## src/sv/tcc_pkg.sv

```systemverilog
// Package with the shared types, byte constants and bound checks of the charset classifier.
`default_nettype none

package tcc_pkg;

   localparam logic [7:0] BYTE_ESC     = 8'h1b;
   localparam logic [7:0] BYTE_C1_LAST = 8'h9f;

   localparam int unsigned MASK_ESCAPE = 0;
   localparam int unsigned MASK_HIGH   = 1;
   localparam int unsigned MASK_C1     = 2;
   localparam int unsigned MASK_UTF8   = 3;

   typedef enum logic [1:0] {
      CLASS_UNKNOWN = 2'd0,
      CLASS_ASCII   = 2'd1,
      CLASS_UTF8    = 2'd2
   } charset_type;

   typedef enum logic [2:0] {
      BOUND_ANY = 3'd0,
      BOUND_E0  = 3'd1,
      BOUND_ED  = 3'd2,
      BOUND_F0  = 3'd3,
      BOUND_F4  = 3'd4
   } bound_kind_type;

   typedef struct packed {
      logic [7:0] data_byte;
      logic       end_of_file;
   } byte_beat_type;

   typedef struct packed {
      logic [3:0]  attribute_mask;
      charset_type charset_class;
   } result_type;

   function automatic logic cont_in_bounds(input logic [7:0] b, input bound_kind_type kind);
      logic ok;
      case (kind)
         BOUND_E0: ok = (b >= 8'ha0) && (b <= 8'hbf);
         BOUND_ED: ok = (b >= 8'h80) && (b <= 8'h9f);
         BOUND_F0: ok = (b >= 8'h90) && (b <= 8'hbf);
         BOUND_F4: ok = (b >= 8'h80) && (b <= 8'h8f);
         default:  ok = (b >= 8'h80) && (b <= 8'hbf);
      endcase
      return ok;
   endfunction

endpackage

`default_nettype wire

```

## src/sv/tcc_in_reg.sv

```systemverilog
// Input register that holds one request beat until the core takes it.
`default_nettype none

module tcc_in_reg
   import tcc_pkg::*;
(
   input  wire logic          clock,
   input  wire logic          reset,
   input  wire logic          req_valid,
   output logic               req_ready,
   input  wire byte_beat_type req_beat,
   input  wire logic          take,
   output logic               beat_valid,
   output byte_beat_type      beat
);

   logic          valid_ff;
   logic          valid_in;
   byte_beat_type beat_ff;

   assign req_ready  = !valid_ff || take;
   assign beat_valid = valid_ff;
   assign beat       = beat_ff;

   always_comb begin
      valid_in = valid_ff;
      if (req_valid && req_ready) begin
         valid_in = 1'b1;
      end else if (take) begin
         valid_in = 1'b0;
      end
   end

   always_ff @(posedge clock) begin
      if (reset) begin
         valid_ff <= 1'b0;
      end else begin
         valid_ff <= valid_in;
      end
   end

   always_ff @(posedge clock) begin
      if (req_valid && req_ready) begin
         beat_ff <= req_beat;
      end
   end

endmodule

`default_nettype wire

```

## src/sv/tcc_core.sv

```systemverilog
// Flag tracking and strict UTF-8 validation state, updated once per byte.
`default_nettype none

module tcc_core
   import tcc_pkg::*;
(
   input  wire logic          clock,
   input  wire logic          reset,
   input  wire logic          take,
   input  wire byte_beat_type beat,
   output result_type         result
);

   logic           escape_ff, escape_in;
   logic           high_ff, high_in;
   logic           c1_ff, c1_in;
   logic           valid_ff, valid_in;
   logic [1:0]     left_ff, left_in;
   bound_kind_type kind_ff, kind_in;
   logic [7:0]     b;

   assign b = beat.data_byte;

   always_comb begin
      escape_in = escape_ff;
      high_in   = high_ff;
      c1_in     = c1_ff;
      valid_in  = valid_ff;
      left_in   = left_ff;
      kind_in   = kind_ff;

      if (b == BYTE_ESC) begin
         escape_in = 1'b1;
      end else if (b[7]) begin
         high_in = 1'b1;
         if (b <= BYTE_C1_LAST) begin
            c1_in = 1'b1;
         end
      end

      if (valid_ff) begin
         if (left_ff != 2'd0) begin
            if (cont_in_bounds(b, kind_ff)) begin
               left_in = left_ff - 2'd1;
               kind_in = BOUND_ANY;
            end else begin
               valid_in = 1'b0;
               left_in  = 2'd0;
               kind_in  = BOUND_ANY;
            end
         end else if (b[7]) begin
            if (b >= 8'hc2 && b <= 8'hdf) begin
               left_in = 2'd1;
               kind_in = BOUND_ANY;
            end else if (b == 8'he0) begin
               left_in = 2'd2;
               kind_in = BOUND_E0;
            end else if (b == 8'hed) begin
               left_in = 2'd2;
               kind_in = BOUND_ED;
            end else if (b >= 8'he1 && b <= 8'hef) begin
               left_in = 2'd2;
               kind_in = BOUND_ANY;
            end else if (b == 8'hf0) begin
               left_in = 2'd3;
               kind_in = BOUND_F0;
            end else if (b >= 8'hf1 && b <= 8'hf3) begin
               left_in = 2'd3;
               kind_in = BOUND_ANY;
            end else if (b == 8'hf4) begin
               left_in = 2'd3;
               kind_in = BOUND_F4;
            end else begin
               valid_in = 1'b0;
               left_in  = 2'd0;
               kind_in  = BOUND_ANY;
            end
         end
      end
   end

   always_comb begin
      result.attribute_mask            = '0;
      result.attribute_mask[MASK_ESCAPE] = escape_in;
      result.attribute_mask[MASK_HIGH]   = high_in;
      result.attribute_mask[MASK_C1]     = c1_in;
      result.attribute_mask[MASK_UTF8]   = high_in && valid_in;
      if (!high_in) begin
         result.charset_class = CLASS_ASCII;
      end else if (valid_in) begin
         result.charset_class = CLASS_UTF8;
      end else begin
         result.charset_class = CLASS_UNKNOWN;
      end
   end

   always_ff @(posedge clock) begin
      if (reset || (take && beat.end_of_file)) begin
         escape_ff <= 1'b0;
         high_ff   <= 1'b0;
         c1_ff     <= 1'b0;
         valid_ff  <= 1'b1;
         left_ff   <= 2'd0;
         kind_ff   <= BOUND_ANY;
      end else if (take) begin
         escape_ff <= escape_in;
         high_ff   <= high_in;
         c1_ff     <= c1_in;
         valid_ff  <= valid_in;
         left_ff   <= left_in;
         kind_ff   <= kind_in;
      end
   end

endmodule

`default_nettype wire

```

## src/sv/tcc_out_reg.sv

```systemverilog
// Result register that holds one response beat until it is taken.
`default_nettype none

module tcc_out_reg
   import tcc_pkg::*;
(
   input  wire logic       clock,
   input  wire logic       reset,
   input  wire logic       load,
   input  wire result_type result,
   output logic            room,
   output logic            rsp_valid,
   input  wire logic       rsp_ready,
   output result_type      rsp_result
);

   logic       valid_ff;
   logic       valid_in;
   result_type result_ff;

   assign room       = !valid_ff || rsp_ready;
   assign rsp_valid  = valid_ff;
   assign rsp_result = result_ff;

   always_comb begin
      valid_in = valid_ff;
      if (load) begin
         valid_in = 1'b1;
      end else if (rsp_ready) begin
         valid_in = 1'b0;
      end
   end

   always_ff @(posedge clock) begin
      if (reset) begin
         valid_ff <= 1'b0;
      end else begin
         valid_ff <= valid_in;
      end
   end

   always_ff @(posedge clock) begin
      if (load) begin
         result_ff <= result;
      end
   end

endmodule

`default_nettype wire

```

## src/sv/text_charset_classifier.sv

```systemverilog
// Top level of the text charset classifier.
`default_nettype none

// The block classifies a file streamed in one byte per beat, with the last byte marked by
// req_end_of_file. It takes one byte every cycle unless a final byte waits for room in
// the result register; a byte passes an input register, then the flag and UTF-8 state
// update, and the marked last byte yields one response beat, held in the result register.
// A stalled response side thus holds back input only at file ends.
// Reset is synchronous and active high and puts the block in its start-of-file state.
module text_charset_classifier
   import tcc_pkg::*;
(
   input  wire logic       clock,
   input  wire logic       reset,
   input  wire logic       req_valid,
   output logic            req_ready,
   input  wire logic [7:0] req_data_byte,
   input  wire logic       req_end_of_file,
   output logic            rsp_valid,
   input  wire logic       rsp_ready,
   output logic [3:0]      rsp_attribute_mask,
   output logic [1:0]      rsp_charset_class
);

   byte_beat_type req_beat;
   byte_beat_type beat;
   logic          beat_valid;
   logic          take;
   logic          room;
   result_type    result;
   result_type    rsp_result;

   assign req_beat.data_byte   = req_data_byte;
   assign req_beat.end_of_file = req_end_of_file;

   assign take = beat_valid && (!beat.end_of_file || room);

   tcc_in_reg u_in_reg (
      .clock      (clock),
      .reset      (reset),
      .req_valid  (req_valid),
      .req_ready  (req_ready),
      .req_beat   (req_beat),
      .take       (take),
      .beat_valid (beat_valid),
      .beat       (beat)
   );

   tcc_core u_core (
      .clock  (clock),
      .reset  (reset),
      .take   (take),
      .beat   (beat),
      .result (result)
   );

   tcc_out_reg u_out_reg (
      .clock      (clock),
      .reset      (reset),
      .load       (take && beat.end_of_file),
      .result     (result),
      .room       (room),
      .rsp_valid  (rsp_valid),
      .rsp_ready  (rsp_ready),
      .rsp_result (rsp_result)
   );

   assign rsp_attribute_mask = rsp_result.attribute_mask;
   assign rsp_charset_class  = rsp_result.charset_class;

endmodule

`default_nettype wire

```

## config.mk

```make
export PLATFORM = sky130hd
export DESIGN_NAME = text_charset_classifier
export DESIGN_NICKNAME = d
export VERILOG_FILES = /design/src/sv/tcc_pkg.sv /design/src/sv/tcc_in_reg.sv /design/src/sv/tcc_core.sv /design/src/sv/tcc_out_reg.sv /design/src/sv/text_charset_classifier.sv
export SDC_FILE = /design/constraint.sdc
export NUM_CORES = 1
export LEC_CHECK = 0
export BUFFER_PORTS_ARGS = -buffer_cell sky130_fd_sc_hd__buf_2
export CORE_MARGIN = 2
export CORE_UTILIZATION = 57
export DETAILED_ROUTE_END_ITERATION = 6
export PLACE_DENSITY = 0.81
export SKIP_CTS_REPAIR_TIMING = 1
export SLEW_MARGIN = 30
export SYNTH_ARGS = -nofsm -noshare
export SYNTH_HDL_FRONTEND = slang
export SYNTH_SLANG_ARGS = --single-unit
```

## constraint.sdc

```tcl
create_clock -name clock -period 3.7 [get_ports clock]
set_clock_uncertainty 0.1 [all_clocks]
set_input_delay 0 -clock clock [delete_from_list [all_inputs] [get_ports clock]]
set_output_delay 0 -clock clock [all_outputs]
set_load 0.1 [all_outputs]
```

Yosys cells after proc, flatten, opt, wreduce, memory -nomap -nowiden
Cells that the tools add are included.
{ "op_classes": {"addsub": 1, "mul": 0, "div": 0, "n_lt_le_gt_ge": 12, "n_eq_ne": 9, "shift": 0, "mux": 44, "bitwise": 0, "reduce_logical": 24} }
{ "op_table": {"columns": ["op", "n"], "rows": [
  ["8-bit >= comparator, second input constant", 6],
  ["8-bit less-or-equal comparator, second input constant", 6],
  ["8-bit equality test, second input constant", 4],
  ["3-bit two-way mux", 9],
  ["1-bit two-way mux", 23],
  ["2-bit two-way mux", 11],
  ["1-bit logical AND", 12],
  ["8-bit by 5-bit equality test with 1-bit output, second input constant", 1],
  ["2-bit nonzero test", 4],
  ["3-bit by 2-bit equality test with 1-bit output, second input constant", 2],
  ["1-bit logical OR", 4],
  ["1-bit case mux with 4 select lines", 1],
  ["3-bit by 1-bit equality test with 1-bit output, second input constant", 1],
  ["3-bit equality test, second input constant", 1],
  ["1-bit logical NOT", 3],
  ["3-bit AND reduction", 1],
  ["2-bit by 1-bit subtractor with 2-bit output, second input constant", 1]
]} }
{ "word_totals": {"reg_bits": 26, "latchBits": 0, "ramBits": 0, "rom_bits": 0, "inputBits": 13, "output_inout_bits": 8, "wordCells": 102, "mem_count": 0} }

Logic depth before layout (Yosys ltp)
Gate-level depths: netlist (run 1).
{ "depth": {"word_depth": 12, "ltp_mapped": 7, "ltp_nobuf": 7} }

Hierarchy
Synthesis (run 1) repeated with hierarchy kept, for this count alone.
{ "unflattened": {"hier_cells": 101, "hier_area_um2": 1191.1} }
{ "modules_own_cells": {"columns": ["mod", "n_inst", "cells_each", "area_each_um2", "seq_area_each_um2"], "rows": [
  ["tcc_core", 1, 74, 620.6, 180.2],
  ["tcc_in_reg", 1, 14, 325.3, 290.3],
  ["tcc_out_reg", 1, 10, 226.5, 200.2],
  ["text_charset_classifier", 1, 3, 18.8, 0.0]
]} }

Least setup slack after synthesis (run 1)
No wires, ideal clock.
{ "synth_timing": {"path_kind": "flip-flop to flip-flop", "startpoint": "register u_out_reg.valid_ff, in the netlist u_out_reg.rsp_valid", "endpoint": "register u_in_reg.valid_ff, in the netlist u_in_reg.beat_valid", "setup_ns": 0.091, "t_arrival_ns": 2.363, "t_required_ns": 3.509, "setup_slack_ns": 1.147, "path_stages_with_launch": 4, "path_buffers": 0, "synth_period_minus_slack_ns": 2.553, "path_cell_list": "dfxtp_1 -> and2b_1 -> nand3_1 -> a21oi_1"} }
{ "synth_via": {"elab_chain_len": 7, "word_cells_on_any_way": 8, "cone_classes": "1 x mux; 7 x reduce/logical"} }
{ "synth_rtl": {"columns": ["element", "line_no", "text"], "rows": [
  ["start: declaration", "tcc_out_reg.sv:17", "logic valid_ff;"],
  ["start signal: assignment", "tcc_out_reg.sv:38", "valid_ff <= valid_in;"],
  ["1-bit logical NOT (*)", "tcc_out_reg.sv:21", "assign room = !valid_ff || rsp_ready;"],
  ["1-bit logical OR (*)", "tcc_out_reg.sv:21", null],
  ["1-bit logical OR (*)", "text_charset_classifier.sv:36", "assign take = beat_valid && (!beat.end_of_file || room);"],
  ["1-bit logical AND (*)", "text_charset_classifier.sv:36", null],
  ["1-bit logical OR (*)", "tcc_in_reg.sv:21", "assign req_ready = !valid_ff || take;"],
  ["named net req_ready", "text_charset_classifier.sv:16", "output logic req_ready,"],
  ["1-bit logical AND (*)", "tcc_in_reg.sv:27", "if (req_valid && req_ready) begin"],
  ["1-bit two-way mux / 2-bit nonzero test (equally long branches)", null, null],
  ["end signal: assignment", "tcc_in_reg.sv:38", "valid_ff <= valid_in;"],
  ["end: declaration", "tcc_in_reg.sv:17", "logic valid_ff;"]
]} }
The timed path passes the listed nets; every way through them passes the cells marked *.
A chain may end at the register's enable or synchronous reset.

==> summary.md, run 1 <==
| Metric | Value |
|---|---|
| Outcome | finished clean |
| Worst VDD drop | 0.0003333 V |
| Die area | 2390 um2 |
| Top_reg_cell synth | edfxtp_1 |
| Site row count | 16 |
| Crit path kind | flip-flop to flip-flop |
| Yosys top cell by area | edfxtp_1 |
| Synth cell types | 40 |
| Pre-CTS setup slack | 1.895 ns |
| Seq/Total Area, Yosys | 58.39% |
| Pin count of the biggest net entering global routing | 15 |
| GRT Util Overall | 18.82% |
| Initial DRC count | 33 |
| Remaining DRCs | 0 |
| First-pass GRT wire length | 3470 um |
| Slew Viols, Final | 0 |
| CP arrival | 1.89 ns |
| Worst slack on hold paths | 0.07817 ns |
| Dominant cells by area after synthesis | edfxtp_1, dfxtp_1, nor2_1, inv_1, a21oi_1 |
| CP cell instances | nor4bb_1 -> a31oi_2 -> o2111ai_2 -> and2b_2 -> nor4_1 |
| Synth-to-Final Area Change | 22.98% |
| WP buf/inv | 0 |
| Crit-path slowest cell | edfxtp_1 |
| Synth Net Count | 118 |
| Total Wirelength | 2240 um |
| Core area | 1922 um2 |
| CP Launch Type | flip-flop |
| Hold crit path type | primary input to flip-flop |
| Flop pwr share | 60.7% |
| Mean post-synth cell area | 11.04 um2 |
| Commonest non-fill, non-tap cell in the layout | buf_2 |
| Final Cycle Share | 50.32% |
| Clk_lat worst skew | 0.32 ns |
| Crit path max fanout | 7 |
| Initial Utilization | 59.77% |
| Int Power | 0.4076 mW |
| Least-Margin Pin Slew | 0.8496 ns |
| Post-Synthesis Cell Area | 1149 um2 |
| I/O Buffers | 20 |
| CTS tree | yes |
| Root buf cell | clkbuf_4 |
| Max clock buf depth | 2 |
| Antenna cells | 0 |
| Antenna Nets Post-Route | 0 |
| Worst-path clk slew | 0.13 ns |
| Clk sinks | 26 |
| Seq. cell area | 670.6 um2 |
| RSZ-0062 raised after global routing | no |
| I/O Pins | 21 |
| H-tree Lvls | 1 |
| Pwr dens | 384.6 nW/um2 |
| Antenna violations before repair | 0 |
| Max Cap Violations | 0 |
| Number of enable flip-flop cells after synthesis | 15 |
| Logic gate share of total power | 13.6% |
| Area occupied by multi-input gates | 424.2 um2 |
| Die height | 48.89 um |
| Fin. Hold Viols | 0 |
| Ratio of cells with drive above 1 in the final layout | 23.53% |
| Ys Warns | 0 |
| Final WS setup | 1.838 ns |
| Final min period | 1.862 ns |
| Leakage | 0.5643 nW |
| Worst endpoint required time | 3.73 ns |
| Final setup fails | 0 |
| Commonest cells after routing, fill and taps aside | buf_2, edfxtp_1, nor2_1, dlygate4sd3_1, dfxtp_1 |
| Setup crit end kind | flip-flop |
| Async S/R FF share, synth | 0% |
| Syn Inst Count | 104 |
| Total grt overflow | 0 |
| Layout Utilization | 73.50% |
| DP Cell Count | 148 |
| GP Congestion | 0.8828 |
| Die width | 48.89 um |
| Switching portion of total power | 24.98% |
| Vias | 907 |
| FILL cells | 129 |
| FMAX | 537.1 MHz |
| Num CTS Buffers | 3 |
| #FFs+latches synth | 26 |
| Share of the synthesized area in the top cell type | 39.22% |
| Drt wl/cell | 13.74 um |
| Pre-Repair DR Iteration Count | 4 |
| Delay-heaviest family, CP | simple AND/OR/NAND/NOR gates |
| Worst path max stage delay | 0.51 ns |
| Vias in the first global route | 841 |
| DP HPWL | 1512 um |
| Vias per inst | 5.564 |
| Net switching power | 0.1357 mW |
| Final TNS setup | 0 ns |
| Slew margin rel. | 43.09% |
| Nets | 151 |
| Non-filler cells, final | 163 |
| Clock share of power | 25.7% |
[state kept, by name (all words and copies together) (netlist names)]
name                  cells
u_core.escape_ff          1
u_core.kind_ff            3
u_in_reg.beat_valid       1
u_core.c1_ff              1
u_core.valid_ff           1
u_out_reg.rsp_result      6
u_out_reg.rsp_valid       1
u_core.high_ff            1
u_in_reg.beat             9
u_core.left_ff            2
[power groups by stage]
stage                     Sequential (mW)  Clock (mW)  Combinational [mW]
after detailed placement            0.336           0              0.0637
after global routing                0.332       0.154              0.0809
after CTS                           0.330       0.140              0.0641
after floorplan                     0.349           0              0.0345
final                               0.330       0.140              0.0737
after global placement              0.335           0              0.0617
[worst register-to-register path, stage by stage (launching register included)]
cell,delay (ns)
edfxtp_1,0.51
nor4bb_1,0.21
a31oi_2,0.17
o2111ai_2,0.17
and2b_2,0.26
nor4_1,0.27
[cells by family (layout without fill, tap and decap cells)]
| kind of cell | Yosys count | in the layout | synth area share (%) |
|---|---|---|---|
| AO/OA/AOI/OAI | 24 | 24 | 16.67 |
| adder cells (fa/ha/maj) | 1 | 1 | 1.089 |
| buffers and inverters | 13 | 45 | 4.684 |
| flip-flops | 26 | 26 | 58.39 |
| multiplexers | 1 | 1 | 0.8715 |
| AND/OR/NAND/NOR | 39 | 39 | 18.30 |
[path summary, 6_finish.rpt]
path | to | startpoint | slack (ns) | depth (start not counted)
setup / recovery | u_out_reg.rsp_result[5] | u_in_reg.beat[6] | 1.84 | 5
hold / removal | u_in_reg.beat_valid | rsp_ready | 0.08 | 4
setup reg to reg | u_out_reg.rsp_result[5] | u_in_reg.beat[6] | 1.84 | 5
hold reg to reg | u_core.high_ff | u_core.high_ff | 0.39 | 2
[metal layers]
layer | track usage, % | vias to the layer above | wire length (um)
met5 | 0 | - | 0
met4 | 13.33 | 0 | 53
met3 | 2.147 | 8 | 95
met2 | 30.59 | 35 | 1191
met1 | 23.36 | 416 | 900
li1 | - | 448 | -
[final cells by class]
cell class / count / area share (%)
inverter: 10 / 2.657
tap: 27 / 2.392
clock buffer: 4 / 2.569
multi-input combinational: 65 / 30.03
sequential: 26 / 47.48
timing repair buffer: 31 / 14.88
[cells in the mapped netlist (2+ instances only)]
| library cell | n |
|---|---|
| nand2_1 | 5 |
| o21a_1 | 2 |
| nor3_1 | 3 |
| dfxtp_1 | 11 |
| a31oi_1 | 3 |
| inv_1 | 10 |
| nand2b_1 | 3 |
| nand4_1 | 3 |
| a21oi_1 | 6 |
| nor2_1 | 11 |
| edfxtp_1 | 15 |
| nor4_1 | 4 |
[per-stage QoR]
stage          instance area [um2]  power [mW]
2_1_floorplan                 1149      0.3835
3_3_place_gp                  1266      0.3968
3_5_place_dp                  1266      0.3997
4_1_cts                       1303      0.5334
5_1_grt                       1413      0.5667
6_report                      1413      0.5433
Power figures use the tool's default switching activity.
==> run 2: changes to the inputs <==
CORE_UTILIZATION = 48   (was 57)
PLACE_DENSITY = 0.73   (was 0.81)
clock period = 1.5 ns   (was 3.7 ns; I/O delays follow)
==> summary.md, run 2 (synthesis gave the netlist of run 1 again) <==
| Metric | Value |
|---|---|
| Non-filler cells, final | 187 (+15%) |
| Worst path max stage delay | 0.48 ns (-0.03 ns) |
| Worst-path clk slew | 0.14 ns (about the same) |
| Worst endpoint required time | 1.48 ns (-2.25 ns) |
| Crit path kind | flip-flop to flip-flop |
| Die area | 2800 um2 (+17%) |
| DP HPWL | 1838 um (+22%) |
| Slew Viols, Final | 0 (unchanged) |
| I/O Pins | 21 (unchanged) |
| Die width | 52.92 um (+8.2%) |
| Worst reg2reg startpoint | u_in_reg.beat[6] |
| Antenna violations before repair | 0 (unchanged) |
| Antenna cells | 0 (unchanged) |
| GRT Util Overall | 19.25% (+0.43 points) |
| Slew margin rel. | 67.89% (+25 points) |
| Clk sinks | 26 (unchanged) |
| Clk_lat worst skew | 0.33 ns (about the same) |
| Pwr dens | 822.0 nW/um2 (+110%) |
| Total grt overflow | 0 (unchanged) |
| FMAX | 551.1 MHz (+2.6%) |
| Core area | 2233 um2 (+16%) |
| Final min period | 1.815 ns (-0.04739 ns) |
| Met2 Use GR | 34.38% (+3.8 points) |
| Crit path max fanout | 5 (-2) |
| Fin. Hold Viols | 0 (unchanged) |
| Worst VDD drop | 0.0006951 V (+110%) |
| Failing checks | setup timing |
| Hold Path Sink | u_out_reg.rsp_valid |
| Commonest cells after routing, fill and taps aside | buf_4, buf_2, edfxtp_1 |
| Root buf cell | clkbuf_4 |
| Worst Hold Depth | 5 (+1) |
| Final Cycle Share | 121.0% (+71 points) |
| Max Cap Violations | 0 (unchanged) |
| I/O Buffers | 20 (unchanged) |
| Antenna Nets Post-Route | 0 (unchanged) |
| H-tree Lvls | 1 (unchanged) |
| RSZ-0062 raised after global routing | yes |
| Num CTS Buffers | 3 (unchanged) |
| Pre-Repair DR Iteration Count | 4 (unchanged) |
| Synth-to-Final Area Change | 45.53% |
| GR Util met1 | 21.40% (-2.0 points) |
| FILL cells | 154 (+19%) |
| Max FFs per register | 9 (unchanged) |
| Pre-CTS setup slack | -0.2861 ns (-2.181 ns) |
| Worst R2R End | u_out_reg.rsp_result[5] |
| Pin count of the biggest net entering global routing | 15 (unchanged) |
| Ratio of cells with drive above 1 in the final layout | 41.51% (+18 points) |
| Leakage | 0.6884 nW (+22%) |
| Hold crit path type | primary input to flip-flop |
| CP arrival | 1.80 ns (-0.09 ns) |
| CP cell instances | or3b_1 -> o31a_2 -> o2111ai_4 -> and2b_2 -> nor4_1 |
| CP Launch Type | flip-flop |
| Die height | 52.92 um (+8.2%) |
| Site row count | 17 (+1) |
| Max clock buf depth | 2 (unchanged) |
| Setup crit end kind | flip-flop |
| Vias in the first global route | 958 (+14%) |
| Initial Utilization | 51.43% (-8.3 points) |
| First-pass GRT wire length | 3850 um (+11%) |
| Commonest non-fill, non-tap cell in the layout | buf_4 |
| Outcome | finished with violations |
| Final WS setup | -0.3145 ns (-2.153 ns) |
| Vias | 1004 (+11%) |
| Vias per inst | 5.369 (-3.5%) |
| Grt peak-use layer | met2 |
| Worst R2R Setup Slack | -0.31 ns (-2.15 ns) |
| Reg2Reg Depth | 5 (unchanged) |
| Drt wl/cell | 14.09 um (+2.5%) |
| Nets | 174 (+15%) |
| Initial DRC count | 24 (-27%) |
| DP Cell Count | 172 (+16%) |
| Least-Margin Pin Slew | 0.4850 ns (-0.3646 ns) |
| Total Wirelength | 2634 um (+18%) |
| Min-delay src | rsp_ready |
| Met3 usage in global routing | 3.955% (+1.8 points) |
| Remaining DRCs | 0 (unchanged) |
| Final setup fails | 5 (+5) |
| Crit-path slowest cell | edfxtp_1 |
| CTS tree | yes |
| GP Congestion | 0.7912 (-10%) |
==> run 2: cell count changes in the layout (fill, tap and decap cells not counted), sizes merged <==
cell	change
buf	+23
==> run 2: final cells by class <==
cell class	instances	area [um2]	area share (%)
Clock buffer	4	26.28	1.572
Inverter	10	37.54	2.246
Multi-Input combinational cell	65	496.7	29.72
Sequential cell	26	674.4	40.34
Tap cell	28	35.03	2.096
Timing Repair Buffer	54	401.6	24.03
==> run 2: how the worst max path moves through the flow <==
stage | endpoint | start | cells past startpoint
after global placement | u_out_reg.rsp_result[1] | u_in_reg.beat[6] | 5
after detailed placement | u_out_reg.rsp_result[1] | u_in_reg.beat[6] | 5
final | u_out_reg.rsp_result[5] | u_in_reg.beat[6] | 5
after CTS | u_out_reg.rsp_result[1] | u_in_reg.beat[6] | 5
after global routing | u_out_reg.rsp_result[5] | u_in_reg.beat[6] | 5
after floorplan | u_in_reg.beat_valid | u_out_reg.rsp_valid | 3
==> run 2: worst max-delay path, delay by kind of cell (launching register included) <==
| family | cells | cell delay, ns |
|---|---|---|
| simple gates | 3 | 0.63 |
| flops | 1 | 0.48 |
| compound gates | 2 | 0.35 |
==> run 2: per-stage QoR <==
stage	power (mW)	instance area [um2]	utilization (%)	hold WS (ns)	TNS (ns)
2_1_floorplan	0.9522	1185	-	-0.03730	-2.171
3_3_place_gp	1.022	1481	66.33	0.07660	-0.7070
3_5_place_dp	1.029	1481	66.33	0.07809	-1.001
4_1_cts	1.327	1508	67.51	-0.2655	-1.177
5_1_grt	1.421	1672	74.85	0.2122	-1.599
6_report	1.374	1672	74.85	0.1635	-1.202
==> run 2: report_power, final <==
group          total, mW  switching [mW]  internal, mW
combinational      0.253           0.137         0.116
sequential         0.804          0.0196         0.785
clock              0.317           0.212         0.104
==> run 2: layer usage <==
layer / part of all wire, % / routed length (um)
met2: 54 / 1424
met1: 40 / 1059
met4: 2.2 / 57
met5: 0 / 0
met3: 3.5 / 92
